**config.mk**
```make
export PLATFORM = sky130hd
export DESIGN_NAME = button_debounce_press_classifier_flat
export DESIGN_NICKNAME = d
export VERILOG_FILES = /design/src/rtl/bdpc_pkg.sv /design/src/rtl/bdpc_if.sv /design/src/rtl/button_debounce_press_classifier.sv /design/src/rtl/bdpc_cfg.sv /design/src/rtl/bdpc_core.sv /design/src/flat_wrapper.sv
export SDC_FILE = /design/constraint.sdc
export NUM_CORES = 1
export LEC_CHECK = 0
export BUFFER_PORTS_ARGS = -buffer_cell sky130_fd_sc_hd__buf_2
export CORE_MARGIN = 5
export CORE_UTILIZATION = 25
export CTS_CLUSTER_SIZE = 24
export DETAILED_ROUTE_END_ITERATION = 8
export PLACE_DENSITY_LB_ADDON = 0.3
export SLEW_MARGIN = 30
export SYNTH_ARGS = -nofsm -noshare
export SYNTH_HDL_FRONTEND = slang
export SYNTH_HIERARCHICAL = 1
export SYNTH_SLANG_ARGS = --single-unit
```
**constraint.sdc**
```tcl
create_clock -name clk -period 4.81 [get_ports clk]
set_input_delay 0.962 -clock clk [delete_from_list [all_inputs] [get_ports clk]]
set_output_delay 0.962 -clock clk [all_outputs]
set_load 0.05 [all_outputs]
```
**src/rtl/bdpc_pkg.sv**
```systemverilog
// Package: shared constants, command and register codes, and the configuration type for the button qualifier.
`timescale 1ns / 1ps
`default_nettype none

package bdpc_pkg;

    // Timer and register widths
    localparam int TIMER_WIDTH = 16;
    localparam int COUNT_WIDTH = 16;
    localparam int CMP_WIDTH   = (TIMER_WIDTH > COUNT_WIDTH) ? TIMER_WIDTH : COUNT_WIDTH;
    localparam int CMD_WIDTH   = 2;
    localparam int ADDR_WIDTH  = 4;
    localparam int DATA_WIDTH  = 32;
    localparam int IDX_WIDTH   = 2;

    // Command codes
    localparam logic [CMD_WIDTH-1:0] CMD_SAMPLE     = 2'd0;
    localparam logic [CMD_WIDTH-1:0] CMD_TAKE_LONG  = 2'd1;
    localparam logic [CMD_WIDTH-1:0] CMD_TAKE_SHORT = 2'd2;

    // Register indexes (byte address is 4 * index)
    localparam logic [IDX_WIDTH-1:0] REG_RELEASED_LEVEL    = 2'd0;
    localparam logic [IDX_WIDTH-1:0] REG_DEBOUNCE_COUNTS   = 2'd1;
    localparam logic [IDX_WIDTH-1:0] REG_LONG_PRESS_COUNTS = 2'd2;

    // Register reset values
    localparam logic                   RST_RELEASED_LEVEL    = 1'b0;
    localparam logic [COUNT_WIDTH-1:0] RST_DEBOUNCE_COUNTS   = 16'd50;
    localparam logic [COUNT_WIDTH-1:0] RST_LONG_PRESS_COUNTS = 16'd1000;

    // Configuration handed from the register block to the core
    typedef struct packed {
        logic                   released_level;
        logic [COUNT_WIDTH-1:0] debounce_counts;
        logic [COUNT_WIDTH-1:0] long_press_counts;
    } cfg_t;

endpackage

`default_nettype wire

```
**src/rtl/bdpc_if.sv**
```systemverilog
// Interfaces: sample/command channel and result channel with valid/ready handshake.
`timescale 1ns / 1ps
`default_nettype none

interface bdpc_in_if;
    logic                                 valid;
    logic                                 ready;
    logic [bdpc_pkg::CMD_WIDTH-1:0]       cmd;
    logic [bdpc_pkg::TIMER_WIDTH-1:0]     now_count;
    logic                                 pin_level;

    modport source (output valid, output cmd, output now_count, output pin_level,
                    input ready);
    modport sink   (input valid, input cmd, input now_count, input pin_level,
                    output ready);
endinterface

interface bdpc_out_if;
    logic valid;
    logic ready;
    logic held;
    logic long_push;
    logic short_press;

    modport source (output valid, output held, output long_push, output short_press,
                    input ready);
    modport sink   (input valid, input held, input long_push, input short_press,
                    output ready);
endinterface

`default_nettype wire

```
**src/rtl/button_debounce_press_classifier.sv**
```systemverilog
// Top level: push-button debounce and short/long press classifier.
`timescale 1ns / 1ps
`default_nettype none

// Each item on in_ch is either a pin sample (with the free-running timer
// count) or a take command that reports and clears one sticky press flag.
// Every item yields exactly one result on out_ch. Items pass through an input
// register and a result register; the block takes one item per cycle while
// out_ch is not stalled, and the state update (one timer subtract and two
// threshold compares) sets that rate. The result register holds a finished
// result under back-pressure while the next item waits in the input register.
// Thresholds are raw timer counts; write them over the APB-style port only
// while no items are in flight.
module button_debounce_press_classifier (
    input  wire logic                              clk,
    input  wire logic                              rst_n,
    bdpc_in_if.sink                                in_ch,
    bdpc_out_if.source                             out_ch,
    input  wire logic                              psel,
    input  wire logic                              penable,
    input  wire logic                              pwrite,
    input  wire logic [bdpc_pkg::ADDR_WIDTH-1:0]   paddr,
    input  wire logic [bdpc_pkg::DATA_WIDTH-1:0]   pwdata,
    output logic      [bdpc_pkg::DATA_WIDTH-1:0]   prdata,
    output logic                                   pready
);
    import bdpc_pkg::*;

    cfg_t cfg;

    // Configuration registers
    bdpc_cfg u_cfg (
        .clk     (clk),
        .rst_n   (rst_n),
        .psel    (psel),
        .penable (penable),
        .pwrite  (pwrite),
        .paddr   (paddr),
        .pwdata  (pwdata),
        .prdata  (prdata),
        .pready  (pready),
        .cfg     (cfg)
    );

    // Qualifier datapath
    bdpc_core u_core (
        .clk    (clk),
        .rst_n  (rst_n),
        .cfg    (cfg),
        .in_ch  (in_ch),
        .out_ch (out_ch)
    );

endmodule

`default_nettype wire

```
**src/rtl/bdpc_cfg.sv**
```systemverilog
// Register block: APB-style access to the released level and the two count thresholds.
`timescale 1ns / 1ps
`default_nettype none

module bdpc_cfg (
    input  wire logic                              clk,
    input  wire logic                              rst_n,
    input  wire logic                              psel,
    input  wire logic                              penable,
    input  wire logic                              pwrite,
    input  wire logic [bdpc_pkg::ADDR_WIDTH-1:0]   paddr,
    input  wire logic [bdpc_pkg::DATA_WIDTH-1:0]   pwdata,
    output logic      [bdpc_pkg::DATA_WIDTH-1:0]   prdata,
    output logic                                   pready,
    output bdpc_pkg::cfg_t                         cfg
);
    import bdpc_pkg::*;

    logic                   released_level_reg;
    logic [COUNT_WIDTH-1:0] debounce_counts_reg;
    logic [COUNT_WIDTH-1:0] long_press_counts_reg;
    logic [IDX_WIDTH-1:0]   reg_idx;
    logic                   wr_en;

    assign pready  = 1'b1;
    assign reg_idx = paddr[ADDR_WIDTH-1:2];
    assign wr_en   = psel && penable && pwrite && pready;

    // Update registers on a completed write transfer
    always_ff @(posedge clk or negedge rst_n)
    begin
        if (!rst_n)
        begin
            released_level_reg    <= RST_RELEASED_LEVEL;
            debounce_counts_reg   <= RST_DEBOUNCE_COUNTS;
            long_press_counts_reg <= RST_LONG_PRESS_COUNTS;
        end
        else if (wr_en)
        begin
            unique case (reg_idx)
                REG_RELEASED_LEVEL:    released_level_reg    <= pwdata[0];
                REG_DEBOUNCE_COUNTS:   debounce_counts_reg   <= pwdata[COUNT_WIDTH-1:0];
                REG_LONG_PRESS_COUNTS: long_press_counts_reg <= pwdata[COUNT_WIDTH-1:0];
                default:               ;
            endcase
        end
    end

    // Return the addressed register
    always_comb
    begin
        unique case (reg_idx)
            REG_RELEASED_LEVEL:    prdata = DATA_WIDTH'(released_level_reg);
            REG_DEBOUNCE_COUNTS:   prdata = DATA_WIDTH'(debounce_counts_reg);
            REG_LONG_PRESS_COUNTS: prdata = DATA_WIDTH'(long_press_counts_reg);
            default:               prdata = '0;
        endcase
    end

    assign cfg.released_level    = released_level_reg;
    assign cfg.debounce_counts   = debounce_counts_reg;
    assign cfg.long_press_counts = long_press_counts_reg;

endmodule

`default_nettype wire

```
**src/rtl/bdpc_core.sv**
```systemverilog
// Core: input register, debounce and press classification, state flags and result register.
`timescale 1ns / 1ps
`default_nettype none

module bdpc_core (
    input  wire logic           clk,
    input  wire logic           rst_n,
    input  wire bdpc_pkg::cfg_t cfg,
    bdpc_in_if.sink             in_ch,
    bdpc_out_if.source          out_ch
);
    import bdpc_pkg::*;

    // Input stage
    logic                   s1_valid_reg;
    logic [CMD_WIDTH-1:0]   s1_cmd_reg;
    logic [TIMER_WIDTH-1:0] s1_now_reg;
    logic                   s1_pin_reg;

    // Result stage
    logic out_valid_reg;
    logic out_held_reg;
    logic out_long_reg;
    logic out_short_reg;

    // Button state
    logic                   accepted_level_reg;
    logic [TIMER_WIDTH-1:0] edge_time_reg;
    logic                   long_flag_reg;
    logic                   short_flag_reg;
    logic                   held_flag_reg;

    logic                   accepted_level_next;
    logic [TIMER_WIDTH-1:0] edge_time_next;
    logic                   long_flag_next;
    logic                   short_flag_next;
    logic                   held_flag_next;

    logic                   out_free;
    logic                   s1_advance;
    logic [TIMER_WIDTH-1:0] elapsed;
    logic                   past_debounce;
    logic                   past_long;
    logic                   pressed;
    logic                   is_sample;
    logic                   edge_ok;
    logic                   long_after;
    logic                   short_after;

    // Handshake: each stage moves when the one after it is free
    assign out_free    = !out_valid_reg || out_ch.ready;
    assign s1_advance  = s1_valid_reg && out_free;
    assign in_ch.ready = !s1_valid_reg || out_free;

    // Capture the accepted item
    always_ff @(posedge clk or negedge rst_n)
    begin
        if (!rst_n)
        begin
            s1_valid_reg <= 1'b0;
        end
        else if (in_ch.ready)
        begin
            s1_valid_reg <= in_ch.valid;
        end
    end

    always_ff @(posedge clk)
    begin
        if (in_ch.valid && in_ch.ready)
        begin
            s1_cmd_reg <= in_ch.cmd;
            s1_now_reg <= in_ch.now_count;
            s1_pin_reg <= in_ch.pin_level;
        end
    end

    // Elapsed time and threshold compares
    assign elapsed       = s1_now_reg - edge_time_reg;
    assign past_debounce = CMP_WIDTH'(elapsed) > CMP_WIDTH'(cfg.debounce_counts);
    assign past_long     = CMP_WIDTH'(elapsed) > CMP_WIDTH'(cfg.long_press_counts);
    assign pressed       = s1_pin_reg != cfg.released_level;
    assign is_sample     = s1_cmd_reg == CMD_SAMPLE;
    assign edge_ok       = (s1_pin_reg != accepted_level_reg) && past_debounce;

    // Work out the state after this item
    always_comb
    begin
        accepted_level_next = accepted_level_reg;
        edge_time_next      = edge_time_reg;
        long_after          = long_flag_reg;
        short_after         = short_flag_reg;
        held_flag_next      = held_flag_reg;

        if (is_sample)
        begin
            if (edge_ok)
            begin
                accepted_level_next = s1_pin_reg;
                edge_time_next      = s1_now_reg;
                if (!pressed)
                begin
                    short_after = !past_long;
                end
            end
            else if (pressed && past_debounce && past_long)
            begin
                long_after = 1'b1;
            end
            held_flag_next = pressed;
        end

        // Take commands report the flag, then clear it
        long_flag_next  = (s1_cmd_reg == CMD_TAKE_LONG) ? 1'b0 : long_after;
        short_flag_next = (s1_cmd_reg == CMD_TAKE_SHORT) ? 1'b0 : short_after;
    end

    // Commit state as the item moves into the result stage
    always_ff @(posedge clk or negedge rst_n)
    begin
        if (!rst_n)
        begin
            accepted_level_reg <= 1'b0;
            edge_time_reg      <= '0;
            long_flag_reg      <= 1'b0;
            short_flag_reg     <= 1'b0;
            held_flag_reg      <= 1'b0;
        end
        else if (s1_advance)
        begin
            accepted_level_reg <= accepted_level_next;
            edge_time_reg      <= edge_time_next;
            long_flag_reg      <= long_flag_next;
            short_flag_reg     <= short_flag_next;
            held_flag_reg      <= held_flag_next;
        end
    end

    // Hold the result until the transfer
    always_ff @(posedge clk or negedge rst_n)
    begin
        if (!rst_n)
        begin
            out_valid_reg <= 1'b0;
        end
        else if (out_free)
        begin
            out_valid_reg <= s1_valid_reg;
        end
    end

    always_ff @(posedge clk)
    begin
        if (s1_advance)
        begin
            out_held_reg  <= held_flag_next;
            out_long_reg  <= long_after;
            out_short_reg <= short_after;
        end
    end

    assign out_ch.valid       = out_valid_reg;
    assign out_ch.held        = out_held_reg;
    assign out_ch.long_push   = out_long_reg;
    assign out_ch.short_press = out_short_reg;

endmodule

`default_nettype wire

```
**src/flat_wrapper.sv**
```systemverilog
// flat-port wrapper written by rule: the top's interface ports become plain ports
module button_debounce_press_classifier_flat import bdpc_pkg::*;
  (clk, rst_n, psel, penable, pwrite, paddr, pwdata, prdata, pready, in_ch_valid, in_ch_cmd, in_ch_now_count, in_ch_pin_level, in_ch_ready, out_ch_valid, out_ch_held, out_ch_long_push, out_ch_short_press, out_ch_ready);
  bdpc_in_if in_ch_i ();
  bdpc_out_if out_ch_i ();
  input  wire logic clk;
  input  wire logic rst_n;
  input  wire logic psel;
  input  wire logic penable;
  input  wire logic pwrite;
  input  wire logic [bdpc_pkg::ADDR_WIDTH-1:0] paddr;
  input  wire logic [bdpc_pkg::DATA_WIDTH-1:0] pwdata;
  output logic      [bdpc_pkg::DATA_WIDTH-1:0] prdata;
  output logic pready;
  input wire logic [$bits(in_ch_i.valid)-1:0] in_ch_valid;
  input wire logic [$bits(in_ch_i.cmd)-1:0] in_ch_cmd;
  input wire logic [$bits(in_ch_i.now_count)-1:0] in_ch_now_count;
  input wire logic [$bits(in_ch_i.pin_level)-1:0] in_ch_pin_level;
  output wire logic [$bits(in_ch_i.ready)-1:0] in_ch_ready;
  output wire logic [$bits(out_ch_i.valid)-1:0] out_ch_valid;
  output wire logic [$bits(out_ch_i.held)-1:0] out_ch_held;
  output wire logic [$bits(out_ch_i.long_push)-1:0] out_ch_long_push;
  output wire logic [$bits(out_ch_i.short_press)-1:0] out_ch_short_press;
  input wire logic [$bits(out_ch_i.ready)-1:0] out_ch_ready;
  assign in_ch_i.valid = in_ch_valid;
  assign in_ch_i.cmd = in_ch_cmd;
  assign in_ch_i.now_count = in_ch_now_count;
  assign in_ch_i.pin_level = in_ch_pin_level;
  assign in_ch_ready = in_ch_i.ready;
  assign out_ch_valid = out_ch_i.valid;
  assign out_ch_held = out_ch_i.held;
  assign out_ch_long_push = out_ch_i.long_push;
  assign out_ch_short_press = out_ch_i.short_press;
  assign out_ch_i.ready = out_ch_ready;
  button_debounce_press_classifier u_core (.clk(clk), .rst_n(rst_n), .in_ch(in_ch_i), .out_ch(out_ch_i), .psel(psel), .penable(penable), .pwrite(pwrite), .paddr(paddr), .pwdata(pwdata), .prdata(prdata), .pready(pready));
endmodule
```
### After elaboration in Yosys (flattened, before gate mapping)

Cells that the tools add are included.

| cells by class | value |
|---|---|
| add/sub/neg operators | 1 |
| $mul | 0 |
| div/mod/pow operators | 0 |
| $lt $le $gt $ge | 2 |
| eq/ne operators | 6 |
| shifts and indexed selects | 0 |
| muxes and demuxes | 10 |
| bitwise gates (word level) | 0 |
| reductions and logical operators | 18 |

Operators with widths:

| kind | number |
|---|---|
| case mux 16 bit (3 select lines) | 1 |
| > comparator 16 bit | 2 |
| subtractor 16 bit | 1 |
| two-way mux 1 bit | 9 |
| logical AND 1 bit | 7 |
| AND reduction 2 bit | 3 |
| equality test 2 x 1 -> 1 bit, second input constant | 2 |
| equality test 2 bit, second input constant | 2 |
| logical NOT 2 bit | 2 |
| logical NOT 1 bit | 3 |
| AND reduction 3 bit | 1 |
| logical OR 1 bit | 2 |
| != test 1 bit | 2 |

| storage, ports and cells | value |
|---|---|
| register bits after elaboration | 77 |
| latch bits | 0 |
| RAM bits | 0 |
| ROM bits | 0 |
| input bits | 62 |
| output and inout bits | 38 |
| word-level logic and storage cells | 53 |
| memories kept | 0 |

### Longest topological paths before layout

Gate-level depths: netlist of run 1.

| logic depth | value |
|---|---|
| word-level depth | 8 |
| gate-level depth with buffers | 19 |
| gate-level depth less buffers | 18 |

### Hierarchy

The synthesis of run 1 kept the hierarchy.

Modules (own cells, without submodules):

| module | times used | cells an instance | area each (um^2) |
|---|---|---|---|
| bdpc_core | 1 | 318 | 3176.8 |
| bdpc_cfg | 1 | 115 | 1609.0 |

### Worst setup path before layout of run 1

OpenSTA, ideal clock, no wires.

| timing | value |
|---|---|
| path type | flip-flop to flip-flop |
| start point | register u_core.u_core.s1_now_reg[0] |
| end point | register u_core.u_core.edge_time_reg[10] |
| setup time | 125 ps |
| data arrival time | 3940 ps |
| slack | 745 ps |
| stages on the path, launching flop included | 20 |
| period minus slack after synthesis | 4065 ps |
| path through | edfxtp_1 > inv_1 > ha_1 > fa_1 > nor2b_1 > o21ai_0 > a21boi_0 > o21ai_0 > o31ai_1 > a21oi_1 > xnor2_1 > ha_1 > a21oi_1 > nand2_1 > a221oi_1 > or3b_1 > and3_4 > nand3_4 > buf_6 > mux2_4 |

| on the way | value |
|---|---|
| cells in the longest elaborated chain, start to end | 4 |

RTL lines:

| item | line | text |
|---|---|---|
| from (decl) | bdpc_core.sv:17 | `logic [TIMER_WIDTH-1:0] s1_now_reg;` |
| from (signal assigned) | bdpc_core.sv:73 | `s1_now_reg <= in_ch.now_count;` |
| subtractor 16 bit | bdpc_core.sv:79 | `assign elapsed = s1_now_reg - edge_time_reg;` |
| > comparator 16 bit | bdpc_core.sv:80 | `assign past_debounce = CMP_WIDTH'(elapsed) > CMP_WIDTH'(cfg.debounce_counts);` |
| logical AND 1 bit | bdpc_core.sv:84 | `assign edge_ok = (s1_pin_reg != accepted_level_reg) && past_debounce;` |
| AND reduction 3 bit (no line) | -- |  |
| to (signal assigned) | bdpc_core.sv:132 | `edge_time_reg <= edge_time_next;` |
| to (decl) | bdpc_core.sv:28 | `logic [TIMER_WIDTH-1:0] edge_time_reg;` |

Every way passes these cells.
A chain may end at the register's enable or synchronous reset.

### Worst setup path after layout of run 1

| timing | value |
|---|---|
| start point | register u_core.u_core.s1_now_reg[0] |
| end point | register u_core.u_core.edge_time_reg[15] |

Same word-level chain as after synthesis.

==> impl_metrics.xml, run 1 <==
<?xml version="1.0" encoding="UTF-8"?>
<metrics>
  <group name="sta">
    <metric name="period_share" unit="">0.954</metric>
    <metric name="worst_pin_slew" unit="ns">0.937</metric>
    <metric name="max_freq" unit="GHz">0.218</metric>
    <metric name="report.final.slew_viol_count" unit="">0</metric>
    <metric name="finalSetupTns" unit="ns">0</metric>
    <metric name="finalWorstPathRequiredPeriod" unit="ns">4.59</metric>
    <metric name="timing.slew.headroom" unit="">0.375</metric>
    <metric name="rsz_0062_raised_after_global_routing" unit="">false</metric>
    <metric name="finalHoldViolations" unit="">0</metric>
    <metric name="skew" unit="ns">0.00860</metric>
    <metric name="timing.final.ws_setup" unit="ns">0.222</metric>
    <metric name="setup-violations-final" unit="">0</metric>
  </group>
  <group name="detailed_routing">
    <metric name="routed_via_density" unit="">4.42</metric>
    <metric name="dr.first_iter.drc_count" unit="">78</metric>
    <metric name="routed_length_on_met2" unit="mm">5.06</metric>
    <metric name="met1_length" unit="mm">5.11</metric>
    <metric name="via_count" unit="">3282</metric>
    <metric name="avgRoutedWirePerCell" unit="µm">14.7</metric>
    <metric name="routed.top_layer" unit="">met4</metric>
    <metric name="drt_pre_antenna_iters" unit="">4</metric>
    <metric name="detail_route.drc_violations" unit="">0</metric>
    <metric name="antenna_violating_nets_post_route" unit="">0</metric>
    <metric name="wirelength" unit="mm">10.9</metric>
    <metric name="routed-wl-met3" unit="µm">614</metric>
  </group>
  <group name="yosys">
    <metric name="ys_async_rst_share" unit="">0.714</metric>
    <metric name="post_synth_edffs" unit="">22</metric>
    <metric name="synth_top_flop_cell" unit="">sky130_fd_sc_hd__dfrtp_1</metric>
    <metric name="post-synth-top-area-fraction" unit="">0.241</metric>
    <metric name="yosys_warnings" unit="">6</metric>
    <metric name="netlist_top_cells_area" unit="">sky130_fd_sc_hd__dfrtp_1 (24%), sky130_fd_sc_hd__edfxtp_1 (14%), sky130_fd_sc_hd__ha_1 (12%), sky130_fd_sc_hd__mux2_2 (9.6%), sky130_fd_sc_hd__dfstp_2 (4.9%)</metric>
    <metric name="synth.avg_cell_area" unit="µm²">11.1</metric>
    <metric name="syn_inst" unit="">433</metric>
    <metric name="synth-seq-cells" unit="">77</metric>
    <metric name="synth_largest_area_cell" unit="">sky130_fd_sc_hd__dfrtp_1</metric>
    <metric name="netlist-cell-type-count" unit="">51</metric>
    <metric name="netlist_area_before_placement" unit="µm²">4790</metric>
    <metric name="yosysSeqAreaShare" unit="">0.428</metric>
  </group>
  <group name="critical_path">
    <metric name="worst_ep_required_time" unit="ns">5.03</metric>
    <metric name="cp_max_fo" unit="">17</metric>
    <metric name="critical_path.startpoint_type" unit="">flip-flop</metric>
    <metric name="critical_path.cell_chain" unit="">inv_1 &gt; ha_1 &gt; fa_1 &gt; nor2b_1 &gt; o21ai_0 &gt; a21boi_0 &gt; o21ai_1 &gt; o31ai_1 &gt; a21oi_1 &gt; xnor2_1 &gt; ha_1 &gt; a21oi_1 &gt; nand2_1 &gt; a221oi_1 &gt; or3b_1 &gt; and3_4 &gt; nand3_4 &gt; buf_12 &gt; mux2_2</metric>
    <metric name="setup.worst_path.class" unit="">reg2reg</metric>
    <metric name="timing.critical_path.to_type" unit="">flip-flop</metric>
    <metric name="cp.arrival" unit="ns">4.81</metric>
    <metric name="timing.critical_path.buf_inv" unit="">2</metric>
    <metric name="critical-path-slowest-cell" unit="">sky130_fd_sc_hd__or3b_1</metric>
    <metric name="critical-path-max-stage-delay" unit="ns">0.43</metric>
    <metric name="crit_family" unit="">compound AO/OA/AOI/OAI gates</metric>
  </group>
  <group name="die">
    <metric name="ioPinCount" unit="">100</metric>
    <metric name="num_rows" unit="">50</metric>
    <metric name="initial_utilization" unit="">0.255</metric>
    <metric name="dieWidth" unit="µm">148</metric>
    <metric name="die-area" unit="µm²">22000</metric>
    <metric name="core_area" unit="µm²">18800</metric>
    <metric name="die-height" unit="µm">148</metric>
  </group>
  <group name="grt">
    <metric name="groute.usage.overall" unit="">0.105</metric>
    <metric name="largest_net_degree_at_the_start_of_global_routing" unit="">56</metric>
    <metric name="wire_length_of_the_first_global_routing_pass" unit="mm">18.1</metric>
    <metric name="first_global_vias" unit="">3521</metric>
    <metric name="antenna_violations_before_repair" unit="">0</metric>
    <metric name="globalRouteOverflowTotal" unit="">0</metric>
  </group>
  <group name="clocking">
    <metric name="tritoncts_buffer_count" unit="">9</metric>
    <metric name="htree_levels" unit="">3</metric>
    <metric name="clk_root_buffer_cell" unit="">sky130_fd_sc_hd__clkbuf_16</metric>
    <metric name="worst_skew_pair.late_latency" unit="ns">0.34</metric>
    <metric name="numClockSinks" unit="">77</metric>
    <metric name="path_clk_slew" unit="ns">0.06</metric>
    <metric name="holdBufCountCts" unit="">0</metric>
    <metric name="cts_max_path_buffers" unit="">2</metric>
    <metric name="cts_tree" unit="">done</metric>
  </group>
  <group name="pwr">
    <metric name="total_power_consumption_of_the_routed_design" unit="µW">3590</metric>
    <metric name="p_leak" unit="µW">0.00266</metric>
    <metric name="p_per_area" unit="nW/µm²">630</metric>
    <metric name="max_rail_drop_vdd" unit="mV">0.238</metric>
  </group>
  <group name="place">
    <metric name="post-dp-hpwl" unit="mm">8.34</metric>
    <metric name="detailedPlace.worstSlack" unit="ns">0.234</metric>
    <metric name="io_buffers" unit="">64</metric>
    <metric name="gp_routability_congestion" unit="">0.837</metric>
  </group>
  <group name="min_path">
    <metric name="path_class_of_the_lowest_slack_min_delay_path" unit="">reg2reg</metric>
  </group>
  <group name="cells_and_area">
    <metric name="final_layout_size_suffix_gt1_frac" unit="">0.303</metric>
    <metric name="filler_cell_count" unit="">1937</metric>
    <metric name="antenna_cells_inserted" unit="">0</metric>
    <metric name="total_nets_final" unit="">613</metric>
    <metric name="syn2layout_area_growth" unit="%">19.0</metric>
  </group>
  <group name="run_status">
    <metric name="result_of_the_run" unit="">finished, final reports clean</metric>
  </group>
  <group name="flow_run">
    <metric name="max_cap_viols" unit="">0</metric>
  </group>
</metrics>
-- final cells by class --
cell class,instances,area (µm²),area share
Clock buffer,10,239,0.0420
Multi-Input combinational cell,292,2400,0.422
Clock inverter,6,134,0.0235
Timing Repair Buffer,69,378,0.0663
Inverter,54,203,0.0356
Sequential cell,77,2050,0.360
Tap cell,234,293,0.0514
-- cell usage in the layout, fill, tap and decap left out, drive strengths merged, types with 3 or more instances in the layout --
master	netlist	layout
a21o	5	5
a21oi	24	24
a22o	15	15
a31oi	3	3
buf	24	69
bufinv	0	4
clkbuf	1	10
conb	2	17
dfrtp	46	46
dfstp	9	9
edfxtp	22	22
ha	47	47
inv	54	54
mux2	50	50
mux2i	3	3
nand2	21	21
nand2b	5	5
nand3	9	9
nand3b	4	4
nand4	7	7
nor2	22	22
nor2b	4	4
o21ai	14	14
xnor2	10	10
xor2	5	5
-- routing by layer --
metal | up-vias | global-route usage
li1 | 1626 | -
met1 | 1553 | 0.136
met2 | 87 | 0.171
met3 | 16 | 0.0293
met4 | 0 | 0.0351
met5 | - | 0
-- stage by stage --
| step | std cells | util | instance area (µm²) | hold slack (ns) |
|---|---|---|---|---|
| floorplan | 448 | - | 4840 | 0.449 |
| global placement | 724 | 0.282 | 5290 | 0.471 |
| detailed placement | 724 | 0.282 | 5290 | 0.481 |
| CTS | 740 | 0.302 | 5660 | 0.494 |
| global route | 742 | 0.303 | 5700 | 0.525 |
| finish | 742 | 0.303 | 5700 | 0.489 |
-- synthesized netlist by cell type (3+ instances only) --
| master | number |
|---|---|
| sky130_fd_sc_hd__a31oi_1 | 3 |
| sky130_fd_sc_hd__mux2i_1 | 3 |
| sky130_fd_sc_hd__a21o_1 | 5 |
| sky130_fd_sc_hd__dfrtp_1 | 46 |
| sky130_fd_sc_hd__buf_4 | 18 |
| sky130_fd_sc_hd__nand3_1 | 7 |
| sky130_fd_sc_hd__ha_1 | 47 |
| sky130_fd_sc_hd__nor2_1 | 22 |
| sky130_fd_sc_hd__buf_2 | 3 |
| sky130_fd_sc_hd__a21oi_1 | 24 |
| sky130_fd_sc_hd__nand4_1 | 6 |
| sky130_fd_sc_hd__xnor2_1 | 10 |
| sky130_fd_sc_hd__mux2_2 | 41 |
| sky130_fd_sc_hd__nor2b_1 | 4 |
| sky130_fd_sc_hd__mux2_4 | 9 |
| sky130_fd_sc_hd__o21ai_0 | 14 |
| sky130_fd_sc_hd__nand2b_1 | 5 |
| sky130_fd_sc_hd__dfstp_2 | 9 |
| sky130_fd_sc_hd__nand3b_1 | 4 |
| sky130_fd_sc_hd__nand2_1 | 21 |
| sky130_fd_sc_hd__edfxtp_1 | 22 |
| sky130_fd_sc_hd__inv_1 | 54 |
| sky130_fd_sc_hd__xor2_1 | 5 |
| sky130_fd_sc_hd__a22o_1 | 15 |
-- path summary, 6_finish.rpt --
kind | from | end | slack (ns) | cells past startpoint
worst max-delay path | u_core/u_core/s1_now_reg[0] | u_core/u_core/edge_time_reg[15] | 0.22 | 19
max in group asynchronous | rst_n | u_core/u_cfg/long_press_counts_reg[4] | 3.53 | 2
worst max register to register | u_core/u_core/s1_now_reg[0] | u_core/u_core/edge_time_reg[15] | 0.22 | 19
min in group asynchronous | rst_n | u_core/u_core/short_flag_reg | 0.77 | 2
worst min-delay path | u_core/u_core/s1_valid_reg | u_core/u_core/out_ch.valid | 0.49 | 1
worst min register to register | u_core/u_core/s1_valid_reg | u_core/u_core/out_ch.valid | 0.49 | 1
-- cell families after synthesis --
family,share of synthesized area
AO/OA/AOI/OAI,0.104
XOR/XNOR,0.0274
adder cells (fa/ha/maj),0.127
buffers and inverters,0.0823
flip-flops,0.428
multiplexers,0.131
other,0.00157
AND/OR/NAND/NOR,0.0986
-- worst reg2reg max path, stage by stage, from the launching register on --
cell and delay (ns):
sky130_fd_sc_hd__edfxtp_1 0.34, sky130_fd_sc_hd__inv_1 0.05, sky130_fd_sc_hd__ha_1 0.21, sky130_fd_sc_hd__fa_1 0.41, sky130_fd_sc_hd__nor2b_1 0.13, sky130_fd_sc_hd__o21ai_0 0.10
sky130_fd_sc_hd__a21boi_0 0.31, sky130_fd_sc_hd__o21ai_1 0.22, sky130_fd_sc_hd__o31ai_1 0.32, sky130_fd_sc_hd__a21oi_1 0.14, sky130_fd_sc_hd__xnor2_1 0.26, sky130_fd_sc_hd__ha_1 0.33
sky130_fd_sc_hd__a21oi_1 0.16, sky130_fd_sc_hd__nand2_1 0.07, sky130_fd_sc_hd__a221oi_1 0.21, sky130_fd_sc_hd__or3b_1 0.43, sky130_fd_sc_hd__and3_4 0.19, sky130_fd_sc_hd__nand3_4 0.06
sky130_fd_sc_hd__buf_12 0.18, sky130_fd_sc_hd__mux2_2 0.37
-- where the power goes --
part | total (µW) | switching (µW) | internal (µW)
clock | 841 | 268 | 573
combinational | 1790 | 1020 | 776
sequential | 955 | 109 | 847
total | 3590 | 1390 | 2200
-- timing repair --
item,in CTS,in global routing
endpoints found under the setup margin,0,16
endpoints found under the hold margin,0,0
setup buffers,0,1
gates resized for setup,0,1
No activity file was read; power rests on OpenSTA's default activity.
==> run 2: changes to the inputs <==
Settings changed: REMOVE_ABC_BUFFERS from default to 1, SETUP_SLACK_MARGIN from default to 0.05.
==> impl_metrics.xml, run 2 (same netlist as run 1, synthesis figures left out) <==
<?xml version="1.0" encoding="UTF-8"?>
<metrics>
  <group name="clocking">
    <metric name="numClockSinks" unit="">77</metric>
    <metric name="cts_tree" unit="">done</metric>
    <metric name="tritoncts_buffer_count" unit="">9</metric>
    <metric name="htree_levels" unit="">3</metric>
    <metric name="path_clk_slew" unit="ns">0.06</metric>
    <metric name="worst_skew_pair.late_latency" unit="ns">0.34</metric>
    <metric name="clk_root_buffer_cell" unit="">sky130_fd_sc_hd__clkbuf_16</metric>
    <metric name="cts_max_path_buffers" unit="">2</metric>
  </group>
  <group name="sta">
    <metric name="setup-violations-final" unit="">0</metric>
    <metric name="finalHoldViolations" unit="">0</metric>
    <metric name="worst_pin_slew" unit="ns">0.956</metric>
    <metric name="rsz_0062_raised_after_global_routing" unit="">false</metric>
    <metric name="finalWorstPathRequiredPeriod" unit="ns">4.38</metric>
    <metric name="finalSetupTns" unit="ns">0</metric>
    <metric name="skew" unit="ns">0.0100</metric>
    <metric name="timing.slew.headroom" unit="">0.362</metric>
    <metric name="report.final.slew_viol_count" unit="">0</metric>
    <metric name="timing.final.ws_setup" unit="ns">0.434</metric>
    <metric name="period_share" unit="">0.910</metric>
    <metric name="max_freq" unit="GHz">0.229</metric>
  </group>
  <group name="cells_and_area">
    <metric name="mostFrequentLayoutCell" unit="">sky130_fd_sc_hd__buf_2</metric>
    <metric name="final_layout_size_suffix_gt1_frac" unit="">0.295</metric>
    <metric name="syn2layout_area_growth" unit="%">16.8</metric>
    <metric name="antenna_cells_inserted" unit="">0</metric>
    <metric name="most-common-layout-cells" unit="">sky130_fd_sc_hd__buf_2 (64), sky130_fd_sc_hd__inv_1 (54), sky130_fd_sc_hd__ha_1 (47), sky130_fd_sc_hd__dfrtp_1 (46), sky130_fd_sc_hd__mux2_2 (41)</metric>
    <metric name="total_nets_final" unit="">613</metric>
  </group>
  <group name="die">
    <metric name="core_area" unit="µm²">18800</metric>
    <metric name="die-area" unit="µm²">22000</metric>
    <metric name="die-height" unit="µm">148</metric>
    <metric name="num_rows" unit="">50</metric>
    <metric name="dieWidth" unit="µm">148</metric>
    <metric name="ioPinCount" unit="">100</metric>
    <metric name="initial_utilization" unit="">0.255</metric>
  </group>
  <group name="place">
    <metric name="io_buffers" unit="">64</metric>
    <metric name="detailedPlace.worstSlack" unit="ns">0.315</metric>
    <metric name="gp_routability_congestion" unit="">0.838</metric>
    <metric name="post-dp-hpwl" unit="mm">8.34</metric>
  </group>
  <group name="critical_path">
    <metric name="timing.critical_path.to_type" unit="">flip-flop</metric>
    <metric name="timing.critical_path.mode_cell" unit="">sky130_fd_sc_hd__ha_1</metric>
    <metric name="critical-path-slowest-cell" unit="">sky130_fd_sc_hd__or3b_1</metric>
    <metric name="cp_max_fo" unit="">17</metric>
    <metric name="setup.reg_to_reg.worst_slack" unit="ns">0.43</metric>
    <metric name="timing.critical_path.buf_inv" unit="">2</metric>
    <metric name="critical_path.startpoint_type" unit="">flip-flop</metric>
    <metric name="crit_family" unit="">compound AO/OA/AOI/OAI gates</metric>
    <metric name="crit_start" unit="">u_core/u_core/s1_now_reg[0]</metric>
    <metric name="critical_path.cell_chain" unit="">inv_1 &gt; ha_1 &gt; fa_1 &gt; nor2b_1 &gt; o21ai_0 &gt; a21boi_0 &gt; o21ai_1 &gt; o31ai_1 &gt; a21oi_1 &gt; xnor2_1 &gt; ha_1 &gt; nand4_2 &gt; nor2_1 &gt; a221oi_1 &gt; or3b_1 &gt; and3_4 &gt; nand3_4 &gt; buf_12 &gt; mux2_2</metric>
    <metric name="crit-reg2reg-capture" unit="">u_core/u_core/edge_time_reg[2]</metric>
    <metric name="timing.critical_path.depth" unit="">19</metric>
    <metric name="critical-path-max-stage-delay" unit="ns">0.42</metric>
    <metric name="critical_path.reg2reg.startpoint" unit="">u_core/u_core/s1_now_reg[0]</metric>
    <metric name="reg2regPathDepth" unit="">19</metric>
    <metric name="worst_ep_required_time" unit="ns">5.03</metric>
    <metric name="cp.arrival" unit="ns">4.60</metric>
    <metric name="setup.worst_path.class" unit="">reg2reg</metric>
    <metric name="critical_path.endpoint" unit="">u_core/u_core/edge_time_reg[2]</metric>
  </group>
  <group name="detailed_routing">
    <metric name="drt_pre_antenna_iters" unit="">4</metric>
    <metric name="detail_route.drc_violations" unit="">0</metric>
    <metric name="via_count" unit="">3228</metric>
    <metric name="wirelength" unit="mm">10.6</metric>
    <metric name="antenna_violating_nets_post_route" unit="">0</metric>
    <metric name="dr.first_iter.drc_count" unit="">147</metric>
    <metric name="avgRoutedWirePerCell" unit="µm">14.3</metric>
    <metric name="routed_via_density" unit="">4.35</metric>
  </group>
  <group name="grt">
    <metric name="antenna_violations_before_repair" unit="">0</metric>
    <metric name="largest_net_degree_at_the_start_of_global_routing" unit="">56</metric>
    <metric name="groute.usage.overall" unit="">0.101</metric>
    <metric name="wire_length_of_the_first_global_routing_pass" unit="mm">17.4</metric>
    <metric name="first_global_vias" unit="">3503</metric>
    <metric name="globalRouteOverflowTotal" unit="">0</metric>
  </group>
  <group name="flow_run">
    <metric name="max_cap_viols" unit="">0</metric>
  </group>
  <group name="run_status">
    <metric name="result_of_the_run" unit="">finished, final reports clean</metric>
  </group>
  <group name="pwr">
    <metric name="p_leak" unit="µW">0.00260</metric>
    <metric name="max_rail_drop_vdd" unit="mV">0.245</metric>
    <metric name="p_per_area" unit="nW/µm²">606</metric>
  </group>
  <group name="min_path">
    <metric name="path_class_of_the_lowest_slack_min_delay_path" unit="">reg2reg</metric>
  </group>
</metrics>
[run 2: repair_timing]
| item | in CTS | in global routing |
|---|---|---|
| setup endpoints to repair | 0 | 16 |
| hold buffers | 0 | 0 |
| resized for setup | 0 | 1 |
| buffers inserted | 0 | 1 |
[run 2: layer usage]
layer / share of wire / vias up / routed length (µm) / GRT usage
li1: - / 1630 / - / -
met1: 0.43 / 1527 / 4560 / 0.115
met2: 0.50 / 58 / 5350 / 0.177
met3: 0.040 / 13 / 428 / 0.0286
met4: 0.027 / 0 / 282 / 0.0430
met5: 0 / - / 0 / 0
[run 2: worst min path at each step]
stage / startpoint / end / slack [ns] / cells after the start
floorplan: u_core/u_core/s1_valid_reg / u_core/u_core/out_ch.valid / 0.45 / 1
global placement: u_core/u_core/s1_valid_reg / u_core/u_core/out_ch.valid / 0.46 / 1
detailed placement: u_core/u_core/s1_valid_reg / u_core/u_core/out_ch.valid / 0.48 / 1
CTS: u_core/u_core/s1_valid_reg / u_core/u_core/out_ch.valid / 0.48 / 1
global route: u_core/u_core/s1_valid_reg / u_core/u_core/out_ch.valid / 0.50 / 1
finish: u_core/u_core/s1_valid_reg / u_core/u_core/out_ch.valid / 0.47 / 1
[run 2: area by class of cell]
class                           count  area, µm²
Multi-Input combinational cell    292       2400
Clock inverter                      2       11.3
Tap cell                          234        293
Clock buffer                       14        254
Fill cell                        1946      13200
Timing Repair Buffer               69        378
Inverter                           54        203
Sequential cell                    77       2050
[run 2: power by group]
group | internal (µW) | leakage [µW] | switching [µW]
registers | 847 | 0.000870 | 105
logic | 784 | 0.00160 | 1030
clock network | 363 | 0.000131 | 251
total | 1990 | 0.00260 | 1390
[run 2: metrics by stage]
| stage | hold WS, ns | instance area, µm² | power (µW) | utilization | cells |
|---|---|---|---|---|---|
| floorplan | 0.449 | 4650 | 2330 | - | 423 |
| global placement | 0.461 | 5290 | 2700 | 0.282 | 724 |
| detailed placement | 0.480 | 5290 | 2780 | 0.282 | 724 |
| CTS | 0.479 | 5550 | 3420 | 0.296 | 740 |
| global route | 0.502 | 5590 | 3700 | 0.298 | 742 |
| finish | 0.469 | 5590 | 3380 | 0.298 | 742 |
==> run 3: changes to the inputs <==
Settings changed: PLACE_DENSITY from default to 0.4, PLACE_DENSITY_LB_ADDON 0.3 to default.
==> impl_metrics.xml, run 3 (same netlist as run 1, synthesis figures left out) <==
<?xml version="1.0" encoding="UTF-8"?>
<metrics>
  <group name="detailed_routing">
    <metric name="drt_pre_antenna_iters" unit="">4</metric>
    <metric name="via_count" unit="">3235</metric>
    <metric name="dr.first_iter.drc_count" unit="">118</metric>
    <metric name="detail_route.drc_violations" unit="">0</metric>
    <metric name="routed_via_density" unit="">4.35</metric>
    <metric name="antenna_violating_nets_post_route" unit="">0</metric>
    <metric name="avgRoutedWirePerCell" unit="µm">14.7</metric>
    <metric name="wirelength" unit="mm">10.9</metric>
  </group>
  <group name="place">
    <metric name="post-dp-hpwl" unit="mm">8.59</metric>
    <metric name="placed_cells_incl_taps" unit="">726</metric>
    <metric name="io_buffers" unit="">64</metric>
    <metric name="gp_routability_congestion" unit="">0.768</metric>
  </group>
  <group name="die">
    <metric name="core_area" unit="µm²">18800</metric>
    <metric name="num_rows" unit="">50</metric>
    <metric name="die-height" unit="µm">148</metric>
    <metric name="ioPinCount" unit="">100</metric>
    <metric name="dieWidth" unit="µm">148</metric>
    <metric name="die-area" unit="µm²">22000</metric>
    <metric name="initial_utilization" unit="">0.255</metric>
  </group>
  <group name="critical_path">
    <metric name="crit-reg2reg-capture" unit="">u_core/u_core/edge_time_reg[0]</metric>
    <metric name="crit_start" unit="">u_core/u_core/s1_now_reg[0]</metric>
    <metric name="timing.critical_path.mode_cell" unit="">sky130_fd_sc_hd__ha_1</metric>
    <metric name="critical-path-slowest-cell" unit="">sky130_fd_sc_hd__or3b_1</metric>
    <metric name="reg2regPathDepth" unit="">19</metric>
    <metric name="critical_path.reg2reg.startpoint" unit="">u_core/u_core/s1_now_reg[0]</metric>
    <metric name="critical_path.startpoint_type" unit="">flip-flop</metric>
    <metric name="critical_path.cell_chain" unit="">inv_1 &gt; ha_1 &gt; fa_1 &gt; nor2b_1 &gt; o21ai_0 &gt; a21boi_1 &gt; o21ai_1 &gt; o31ai_1 &gt; a21oi_1 &gt; xnor2_1 &gt; ha_1 &gt; nand4_2 &gt; nor2_1 &gt; a221oi_1 &gt; or3b_1 &gt; and3_4 &gt; nand3_4 &gt; buf_12 &gt; mux2_2</metric>
    <metric name="timing.critical_path.buf_inv" unit="">2</metric>
    <metric name="timing.critical_path.to_type" unit="">flip-flop</metric>
    <metric name="cp.arrival" unit="ns">4.62</metric>
    <metric name="setup.worst_path.class" unit="">reg2reg</metric>
    <metric name="worst_ep_required_time" unit="ns">5.04</metric>
    <metric name="critical-path-max-stage-delay" unit="ns">0.42</metric>
    <metric name="setup.reg_to_reg.worst_slack" unit="ns">0.42</metric>
    <metric name="crit_family" unit="">compound AO/OA/AOI/OAI gates</metric>
    <metric name="cp_max_fo" unit="">17</metric>
  </group>
  <group name="clocking">
    <metric name="numClockSinks" unit="">77</metric>
    <metric name="tritoncts_buffer_count" unit="">9</metric>
    <metric name="htree_levels" unit="">3</metric>
    <metric name="cts_tree" unit="">done</metric>
    <metric name="path_clk_slew" unit="ns">0.06</metric>
    <metric name="cts_max_path_buffers" unit="">2</metric>
    <metric name="holdBufCountCts" unit="">0</metric>
    <metric name="clk_root_buffer_cell" unit="">sky130_fd_sc_hd__clkbuf_16</metric>
    <metric name="worst_skew_pair.late_latency" unit="ns">0.35</metric>
  </group>
  <group name="sta">
    <metric name="skew" unit="ns">0.00749</metric>
    <metric name="period_share" unit="">0.913</metric>
    <metric name="worst_pin_slew" unit="ns">0.929</metric>
    <metric name="rsz_0062_raised_after_global_routing" unit="">false</metric>
    <metric name="timing.slew.headroom" unit="">0.381</metric>
    <metric name="max_freq" unit="GHz">0.228</metric>
    <metric name="report.final.slew_viol_count" unit="">0</metric>
    <metric name="finalSetupTns" unit="ns">0</metric>
    <metric name="finalHoldViolations" unit="">0</metric>
    <metric name="finalWorstPathRequiredPeriod" unit="ns">4.39</metric>
    <metric name="fin_hold_ws" unit="ns">0.487</metric>
    <metric name="setup-violations-final" unit="">0</metric>
  </group>
  <group name="grt">
    <metric name="first_global_vias" unit="">3432</metric>
    <metric name="globalRouteOverflowTotal" unit="">0</metric>
    <metric name="groute.usage.overall" unit="">0.104</metric>
    <metric name="wire_length_of_the_first_global_routing_pass" unit="mm">17.9</metric>
    <metric name="antenna_violations_before_repair" unit="">1</metric>
    <metric name="largest_net_degree_at_the_start_of_global_routing" unit="">56</metric>
  </group>
  <group name="cells_and_area">
    <metric name="multi_input_comb_area" unit="µm²">2400</metric>
    <metric name="final_layout_size_suffix_gt1_frac" unit="">0.301</metric>
    <metric name="mostFrequentLayoutCell" unit="">sky130_fd_sc_hd__buf_2</metric>
    <metric name="total_nets_final" unit="">614</metric>
    <metric name="most-common-layout-cells" unit="">sky130_fd_sc_hd__buf_2 (64), sky130_fd_sc_hd__inv_1 (54), sky130_fd_sc_hd__ha_1 (47), sky130_fd_sc_hd__dfrtp_1 (46), sky130_fd_sc_hd__mux2_2 (41)</metric>
    <metric name="syn2layout_area_growth" unit="%">18.1</metric>
    <metric name="area.sequential" unit="µm²">2050</metric>
    <metric name="filler_cell_count" unit="">1972</metric>
    <metric name="antenna_cells_inserted" unit="">0</metric>
    <metric name="layout.core_utilization" unit="">0.301</metric>
    <metric name="final-instance-count-excl-fill" unit="">743</metric>
  </group>
  <group name="min_path">
    <metric name="holdPathStages" unit="">1</metric>
    <metric name="hp-start" unit="">u_core/u_core/s1_valid_reg</metric>
    <metric name="hold_end" unit="">u_core/u_core/out_ch.valid</metric>
    <metric name="path_class_of_the_lowest_slack_min_delay_path" unit="">reg2reg</metric>
  </group>
  <group name="run_status">
    <metric name="result_of_the_run" unit="">finished, final reports clean</metric>
  </group>
  <group name="pwr">
    <metric name="p_leak" unit="µW">0.00264</metric>
    <metric name="seq_power_share" unit="">0.274</metric>
    <metric name="max_rail_drop_vdd" unit="mV">0.209</metric>
    <metric name="power.share.clock" unit="">0.210</metric>
    <metric name="power.share.combinational" unit="">0.516</metric>
    <metric name="sw_frac_of_total" unit="">0.402</metric>
    <metric name="internal_power" unit="µW">2080</metric>
    <metric name="total_power_consumption_of_the_routed_design" unit="µW">3480</metric>
    <metric name="p_per_area" unit="nW/µm²">615</metric>
    <metric name="p_sw" unit="µW">1400</metric>
  </group>
  <group name="flow_run">
    <metric name="max_cap_viols" unit="">0</metric>
  </group>
</metrics>
-- run 3: repair_timing --
action | CTS | global route
endpoints found under the setup margin | 0 | 17
gates resized for setup | 0 | 2
buffers inserted | 0 | 1
-- run 3: worst reg2reg max path: cells and delay by family (launching register included) --
family | cells | cell delay [ns]
AO/OA/AOI/OAI | 6 | 1.13
buffers and inverters | 2 | 0.22
adder cells (fa/ha/maj) | 3 | 0.96
XOR/XNOR | 1 | 0.28
multiplexers | 1 | 0.37
flip-flops | 1 | 0.34
AND/OR/NAND/NOR | 6 | 1.00
-- run 3: power groups by stage --
stage	logic (µW)	registers, µW	clock network, µW
floorplan	1380	948	0
global placement	1800	959	0
detailed placement	1810	968	0
CTS	1820	956	762
global route	2050	976	785
finish	1800	953	729
-- run 3: area by class of cell --
cell class,instances,area share
sequential,77,0.362
inverter,54,0.0359
timing repair buffer,70,0.0682
multi-input combinational,292,0.425
clock buffer,13,0.0498
tap,234,0.0518
clock inverter,3,0.00709
-- run 3: worst max-delay path by stage --
stage | depth (start not counted) | end
after global routing | 19 | u_core/u_core/edge_time_reg[0]
after CTS | 18 | u_core/u_core/edge_time_reg[4]
after detailed placement | 18 | u_core/u_core/edge_time_reg[6]
after floorplan | 18 | u_core/u_core/accepted_level_reg
final | 19 | u_core/u_core/edge_time_reg[0]
after global placement | 18 | u_core/u_core/edge_time_reg[5]
-- run 3: layer usage --
| layer | GRT usage | wire length [µm] | vias to the layer above |
|---|---|---|---|
| li1 | - | - | 1634 |
| met1 | 0.132 | 5130 | 1521 |
| met2 | 0.172 | 5120 | 62 |
| met3 | 0.0299 | 491 | 16 |
| met4 | 0.0346 | 181 | 2 |
| met5 | 0 | 20 | - |
-- run 3: metrics by stage --
| stage | worst slack (ns) | cell area, µm² |
|---|---|---|
| detailed placement | 0.232 | 5310 |
| global route | 0.0659 | 5650 |
| CTS | 0.189 | 5630 |
| global placement | 0.221 | 5290 |
| floorplan | 0.771 | 4650 |
| finish | 0.416 | 5650 |
